## config.mk

```make
export PLATFORM = sky130hd
export DESIGN_NAME = bli_ctrl
export DESIGN_NICKNAME = d
export VERILOG_FILES = /design/src/rtl/bli_pkg.sv /design/src/rtl/bli_ctrl.sv
export SDC_FILE = /design/constraint.sdc
export NUM_CORES = 1
export LEC_CHECK = 0
export ABC_AREA = 1
export BUFFER_PORTS_ARGS = -buffer_cell sky130_fd_sc_hd__buf_4
export CAP_MARGIN = 20
export CELL_PAD_IN_SITES_DETAIL_PLACEMENT = 1
export CELL_PAD_IN_SITES_GLOBAL_PLACEMENT = 2
export CORE_UTILIZATION = 17
export CTS_BUF_LIST = sky130_fd_sc_hd__clkbuf_4 sky130_fd_sc_hd__clkbuf_8
export DETAILED_ROUTE_END_ITERATION = 8
export PLACE_DENSITY_LB_ADDON = 0.1
export SLEW_MARGIN = 10
export SYNTH_ARGS = -nofsm -noshare
export SYNTH_HDL_FRONTEND = slang
export SYNTH_SLANG_ARGS = --single-unit
```

## constraint.sdc

```tcl
create_clock -name clk -period 1.5 [get_ports clk]
set_input_delay 0.3 -clock clk [delete_from_list [all_inputs] [get_ports clk]]
set_output_delay 0.3 -clock clk [all_outputs]
set_load 0.02 [all_outputs]
```

## src/rtl/bli_pkg.sv

```systemverilog
// bli_pkg: shared types and constants of the bracket language interpreter
// command and status codes, instruction characters, controller states, control structs
// no dependencies
`default_nettype none

package bli_pkg;

	localparam int unsigned PROG_DEPTH_DEF  = 256;
	localparam int unsigned DATA_DEPTH_DEF  = 256;
	localparam int unsigned STACK_DEPTH_DEF = 255;

	typedef enum logic [1:0] {
		CMD_LOAD  = 2'd0,
		CMD_START = 2'd1,
		CMD_EXEC  = 2'd2,
		CMD_NONE  = 2'd3
	} cmd_t;

	typedef enum logic [2:0] {
		ST_OK        = 3'd0,
		ST_WAIT      = 3'd1,
		ST_END       = 3'd2,
		ST_INVALID   = 3'd3,
		ST_OVER      = 3'd4,
		ST_UNDER     = 3'd5,
		ST_UNMATCHED = 3'd6
	} status_t;

	localparam logic [7:0] CH_NUL   = 8'h00;
	localparam logic [7:0] CH_OPEN  = 8'h5B;  // [
	localparam logic [7:0] CH_CLOSE = 8'h5D;  // ]
	localparam logic [7:0] CH_RIGHT = 8'h3E;  // >
	localparam logic [7:0] CH_LEFT  = 8'h3C;  // <
	localparam logic [7:0] CH_INC   = 8'h2B;  // +
	localparam logic [7:0] CH_DEC   = 8'h2D;  // -
	localparam logic [7:0] CH_OUT   = 8'h2E;  // .
	localparam logic [7:0] CH_IN    = 8'h2C;  // ,

	typedef enum logic [2:0] {
		S_IDLE,
		S_REPLY,
		S_EXEC,
		S_SCAN_RD,
		S_SCAN_CHK
	} state_t;

	// controller to datapath
	typedef struct packed {
		logic accept;      // latch word, issue fetch, cell and stack reads
		logic reply;       // load, start, none or halted step: finish and emit
		logic exec;        // commit one instruction and emit
		logic scan_start;  // begin forward bracket scan
		logic scan_rd;     // read program entry at scan address
		logic scan_step;   // advance scan past current entry
		logic scan_end;    // finish scan and emit
		logic scan_hit;    // scan found the matching close
	} ctl_cmd_t;

	// datapath to controller
	typedef struct packed {
		logic req_exec;    // offered word is an execute on a running machine
		logic out_free;    // result register can take a word this cycle
		logic skip;        // fetched open bracket on a zero cell
		logic scan_oob;    // scan address ran past the store
		logic scan_zero;   // scanned entry is a zero byte
		logic scan_match;  // scanned entry closes the loop
	} dp_stat_t;

endpackage

`default_nettype wire

```

## src/rtl/bli_ctrl.sv

```systemverilog
// bli_ctrl: sequencing state machine of the interpreter
// depends on bli_pkg for states and the command/status structs
`default_nettype none

module bli_ctrl import bli_pkg::*; (
	input  wire logic     clk,
	input  wire logic     arst_n,
	input  wire logic     req_valid,
	output logic          req_ready,
	input  wire dp_stat_t stat,
	output ctl_cmd_t      ctl
);

	state_t state_q, state_d;

	always_ff @(posedge clk or negedge arst_n) begin
		if (!arst_n) begin
			state_q <= S_IDLE;
		end else begin
			state_q <= state_d;
		end
	end

	always_comb begin
		state_d   = state_q;
		ctl       = '0;
		req_ready = 1'b0;
		case (state_q)
			S_IDLE: begin
				req_ready = 1'b1;
				if (req_valid) begin
					ctl.accept = 1'b1;
					state_d    = stat.req_exec ? S_EXEC : S_REPLY;
				end
			end
			S_REPLY: begin
				if (stat.out_free) begin
					ctl.reply = 1'b1;
					state_d   = S_IDLE;
				end
			end
			S_EXEC: begin
				if (stat.skip) begin
					ctl.scan_start = 1'b1;
					state_d        = S_SCAN_RD;
				end else if (stat.out_free) begin
					ctl.exec = 1'b1;
					state_d  = S_IDLE;
				end
			end
			S_SCAN_RD: begin
				if (stat.scan_oob) begin
					if (stat.out_free) begin
						ctl.scan_end = 1'b1;
						state_d      = S_IDLE;
					end
				end else begin
					ctl.scan_rd = 1'b1;
					state_d     = S_SCAN_CHK;
				end
			end
			S_SCAN_CHK: begin
				if (stat.scan_zero || stat.scan_match) begin
					if (stat.out_free) begin
						ctl.scan_end = 1'b1;
						ctl.scan_hit = stat.scan_match;
						state_d      = S_IDLE;
					end
				end else begin
					ctl.scan_step = 1'b1;
					state_d       = S_SCAN_RD;
				end
			end
			default: begin
				state_d = S_IDLE;
			end
		endcase
	end

`ifndef SYNTHESIS
	a_accept_leaves_idle: assert property (@(posedge clk) disable iff (!arst_n)
		req_valid && req_ready |=> state_q != S_IDLE)
		else $error("accepted word did not start processing");

	a_chk_after_rd: assert property (@(posedge clk) disable iff (!arst_n)
		state_q == S_SCAN_CHK |-> $past(state_q) == S_SCAN_RD || $past(state_q) == S_SCAN_CHK)
		else $error("scan check without a scan read");

	a_ready_only_idle: assert property (@(posedge clk) disable iff (!arst_n)
		req_ready |-> state_q == S_IDLE)
		else $error("request taken while busy");
`endif

endmodule

`default_nettype wire

```

# Word level (Yosys, flattened, before mapping)
# Cells that the tools add are included.
# op_classes
n_eq_ne	5
muxes	24
reduce_logical	2
# ops
operator	n
3-bit 2-to-1 mux	5
3-bit one-hot mux with 5 select lines	1
1-bit 2-to-1 mux	13
2-bit 2-to-1 mux	4
3-bit by 2-bit equality test with 1-bit output (second input constant)	2
3-bit by 1-bit equality test with 1-bit output (second input constant)	1
3-bit equality test (second input constant)	1
3-bit logical NOT	1
2-bit != test (second input constant)	1
1-bit one-hot mux with 2 select lines	1
1-bit logical OR	1
# word_totals
register_bits	3
inputBits	9
output_inout_bits	9
word_cells	32

# Longest topological paths before layout
# depth
depth_word	3
mapped_depth	7
ltp_nobuf	7

# Worst setup path before layout
# No wires, ideal clock.
# synth_path
kind	flip-flop to output port
start	register state_q[2]
end	output port ctl[5] in the netlist's numbering
t_arrival_ns	1.195
t_required_ns	1.200
slack_ns	0.005
stages_incl_launch_ff	4
n_path_buf	0
path_cell_list	dfrtp_1 > inv_1 > nand2_1 > nor4_1
# synth_lines
element	line	text
from (decl)	bli_ctrl.sv:14	state_t state_q, state_d;
from (signal assigned)	bli_ctrl.sv:20	state_q <= state_d;
to (decl)	bli_ctrl.sv:11	output ctl_cmd_t ctl

==> impl_table.tex <==
\begin{tabular}{lr}
\hline
Metric & Value \\
\hline
\multicolumn{2}{l}{\textbf{Setup path}} \\
\quad Data required time at the worst endpoint & roughly 1200 ps \\
\quad Critical Path Fanout Max & 4 \\
\quad Worst flop-to-flop path endpoint & state\_q[0] \\
\quad R2R depth & 8 \\
\quad CP cell instances & nor3\_2, o21ai\_2, a21oi\_2, buf\_4 \\
\quad Slack of the worst reg-to-reg path & roughly 250 ps \\
\quad Arrival time worst endpoint & 1270 ps \\
\quad Delay of the slowest cell on the worst path & 430 ps \\
\quad Launch point of the worst reg-to-reg path & state\_q[1] \\
\quad Worst Setup EP & ctl[1] \\
\quad Critical Path Source Type & flop \\
\quad Critical path's slowest cell & sky130\_fd\_sc\_hd\_\_dfrtp\_2 \\
\quad Beginning of the critical path & state\_q[1] \\
\quad Endpoint kind of the worst setup timing path & output pin \\
\quad Crit Path Class & flop to output pin \\
\multicolumn{2}{l}{\textbf{Routing}} \\
\quad Routed wire length & approximately 870 um \\
\quad Vias & between 300 and 400 \\
\quad Post-route antenna net violation count & 0 \\
\quad Router iterations before antenna repair & 4 \\
\quad Mean routed wirelength per cell & 9.81 um \\
\quad Iteration-0 DRC count of the detailed router & 7 \\
\quad Via density per instance & 4.35 \\
\quad \# DRC & 0 \\
\multicolumn{2}{l}{\textbf{Timing}} \\
\quad Worst setup slack after layout & -68.3 ps \\
\quad Worst slew margin relative to its limit & 80.8\% \\
\quad Finish-stage setup viols & 3 \\
\quad Skew final & between 1.5 and 2 ps \\
\quad Fmax & 0.638 GHz \\
\quad Final-report max-slew violation count & 0 \\
\quad Actual slew at the worst max-slew pin & around 290 ps \\
\quad RSZ-0062 raised after global routing & true \\
\quad Min cycle time layout & about 1600 ps \\
\quad Final hold viol count & 0 \\
\quad Final critical-path share of the clock period & 105\% \\
\multicolumn{2}{l}{\textbf{Outcome}} \\
\quad Failing checks & negative setup slack \\
\quad Outcome & complete, but fails checks \\
\multicolumn{2}{l}{\textbf{CTS}} \\
\quad Clock transition at the registers of the reported paths & roughly 40 ps \\
\quad H-tree lvl count & 1 \\
\quad CTS tree & built \\
\quad Maximum buffer depth of the clock tree & 2 \\
\quad Clock root buffer master & sky130\_fd\_sc\_hd\_\_clkbuf\_4 \\
\quad CTS Buf Count & 3 \\
\quad Num Clock Sinks & 3 \\
\quad Clock Latency Late Sink & 230 ps \\
\multicolumn{2}{l}{\textbf{Cells and area}} \\
\quad Largest registers & state\_q (3) \\
\quad Post-layout net count & 84 \\
\quad Register with the most flip-flops & state\_q \\
\quad Number of flip-flops in the largest register & 3 \\
\quad Number of fillers in the final layout & 191 \\
\quad Number of inserted diodes & 0 \\
\quad Total non-filler cell area in the finished layout & 519 um\^{}2 \\
\quad Post-layout instance count excluding filler cells & 89 \\
\quad Area delta synth->final & 94.8\% \\
\quad Fraction of layout cells with a size suffix above 1 & 50.0\% \\
\multicolumn{2}{l}{\textbf{GRT}} \\
\quad First-pass GRT wire length & 1410 um \\
\quad GRT overflow & 0 \\
\quad Global routing usage summed across all routing layers & 10.4\% \\
\quad Pin count of the biggest net entering global routing & 7 \\
\quad Via count of the first global-routing pass & about 360 \\
\quad Antenna violations before repair & 0 \\
\multicolumn{2}{l}{\textbf{Place}} \\
\quad Final weighted congestion of routability-driven global placement & 0.638 \\
\quad DPL Wire Length & 683 um \\
\quad Post-place instance area & 420 um\^{}2 \\
\quad Total of buffers placed on input and output ports & 17 \\
\quad Placed Instances & 81 \\
\multicolumn{2}{l}{\textbf{Floorplan}} \\
\quad Standard cell core area & roughly 1400 um\^{}2 \\
\quad Row Count & 13 \\
\quad \# IOs & 18 \\
\quad Floorplan die area & 1730 um\^{}2 \\
\quad Vertical die dimension & 41.6 um \\
\quad DIE WIDTH & 41.6 um \\
\quad Starting density of the core & 19.3\% \\
\multicolumn{2}{l}{\textbf{Yosys}} \\
\quad Async set-reset flop share out of synthesis & 100\% \\
\quad Yosys top cell area share & between 20\% and 30\% \\
\quad Post-synth net total & 57 \\
\quad Area of the mapped netlist & 267 um\^{}2 \\
\quad Synthesis Warnings & 0 \\
\quad Top cell type by total area after synthesis & sky130\_fd\_sc\_hd\_\_dfrtp\_1 \\
\quad Top flip-flop cell by instance count after synthesis & sky130\_fd\_sc\_hd\_\_dfrtp\_1 \\
\quad Count of flip-flops with a built-in enable after synthesis & 0 \\
\quad Post-synthesis area per instance & 5.55 um\^{}2 \\
\quad Most frequent cell after synthesis & sky130\_fd\_sc\_hd\_\_nor2\_1 \\
\quad Distinct cell type count of the synthesized netlist & 12 \\
\quad Top cells by area, synth & sky130\_fd\_sc\_hd\_\_dfrtp\_1 28\%, sky130\_fd\_sc\_hd\_\_nor2\_1 17\%, sky130\_fd\_sc\_hd\_\_inv\_1 14\%, sky130\_fd\_sc\_hd\_\_nand2\_1 14\%, sky130\_fd\_sc\_hd\_\_nand3\_1 9.4\% \\
\quad Sequential share of the synthesized area & between 20\% and 30\% \\
\quad Flop and latch count out of synthesis & 3 \\
\quad Top post-synthesis cells by count & 12 x sky130\_fd\_sc\_hd\_\_nor2\_1, 10 x sky130\_fd\_sc\_hd\_\_inv\_1, 10 x sky130\_fd\_sc\_hd\_\_nand2\_1 \\
\quad Synth Instances & 48 \\
\multicolumn{2}{l}{\textbf{Hold path}} \\
\quad Startpoint of the worst hold path & stat[4] \\
\quad Hold Crit Class & input port to flop \\
\multicolumn{2}{l}{\textbf{Power}} \\
\quad Maximum resistive drop on vdd & 0.543 mV \\
\quad Power per cell area & 1440 nW/um\^{}2 \\
\quad Leakage power & 0.289 nW \\
\multicolumn{2}{l}{\textbf{Flow run}} \\
\quad Maxcap violations & 0 \\
\hline
\end{tabular}
worst min path at each step:
stage,end,cells after the start
floorplan,state_q[0],0
global placement,state_q[2],1
detailed placement,state_q[2],1
CTS,state_q[2],2
global route,state_q[2],2
finish,state_q[2],2
cell type report:
type	count	area, um^2	share of cell area [%]
Clock buffer	4	30.0	5.78
Inverter	10	37.5	7.23
Sequential cell	3	77.6	14.9
Timing Repair Buffer	22	175	33.7
Tap cell	15	18.8	3.61
Multi-Input combinational cell	35	180	34.7
routing by layer:
metal | wire length, um | vias up | global-route usage, %
met2 | 414 | 13 | 16.9
met4 | 18 | 0 | 7.74
met5 | 0 | - | 0
li1 | - | 201 | -
met1 | 397 | 171 | 12.5
met3 | 43 | 2 | 1.30
stage by stage:
step	utilization [%]	hold WS, ps	setup slack, ps	power (mW)	TNS, ps
after global routing	37.6	297	-131	0.815	-557
after detailed placement	30.4	90.3	51.8	0.520	0
after global placement	30.4	90.2	38.9	0.524	0
after CTS	34.8	289	-71.1	0.708	-228
after floorplan	-	4.41	4.91	0.367	0
final	37.6	290	-68.3	0.746	-109
kinds of logic (layout without fill, tap and decap cells):
logic type | count (synthesis) | count (layout) | share of synthesized area (%)
buffers and inverters | 10 | 36 | 14.1
AOI/OAI and AO/OA | 4 | 4 | 8.92
and+or+nand+nor | 31 | 31 | 48.8
DFF | 3 | 3 | 28.2
timing repair:
action / in CTS / in global routing
buffers inserted: 2 / 1
setup endpoints to repair: 7 / 8
pin swaps: 1 / 0
hold endpoints to repair: 3 / 0
resized for setup: 4 / 10
hold buffers: 1 / 0
report_power, final:
| part | switching [mW] | internal [mW] | total, mW | leakage, nW |
|---|---|---|---|---|
| Sequential | 0.0484 | 0.113 | 0.161 | 0.0367 |
| Combinational | 0.239 | 0.184 | 0.424 | 0.234 |
| Clock | 0.0434 | 0.118 | 0.161 | 0.0184 |
cell usage in the layout (no fill, tap or decap):
cell,n
sky130_fd_sc_hd__buf_4,19
sky130_fd_sc_hd__nor2_1,11
sky130_fd_sc_hd__nand2_1,10
sky130_fd_sc_hd__inv_1,7
sky130_fd_sc_hd__nand3_1,4
sky130_fd_sc_hd__clkbuf_4,4
sky130_fd_sc_hd__inv_2,3
sky130_fd_sc_hd__nor2_2,2
sky130_fd_sc_hd__buf_6,2
sky130_fd_sc_hd__dfrtp_2,2
sky130_fd_sc_hd__nor3_2,1
sky130_fd_sc_hd__o21ai_2,1
sky130_fd_sc_hd__nand3_2,1
sky130_fd_sc_hd__a21oi_2,1
sky130_fd_sc_hd__nor4_2,1
sky130_fd_sc_hd__nor3_1,1
sky130_fd_sc_hd__o22ai_1,1
sky130_fd_sc_hd__a211oi_1,1
sky130_fd_sc_hd__dlygate4sd3_1,1
sky130_fd_sc_hd__dfrtp_1,1
critical path, delay by kind of cell (launching register included):
family,cells,cell delay (ps)
DFF,1,430
buffers and inverters,1,140
AOI/OAI and AO/OA,2,220
and+or+nand+nor,1,240
(Power assumes the default switching activity.)
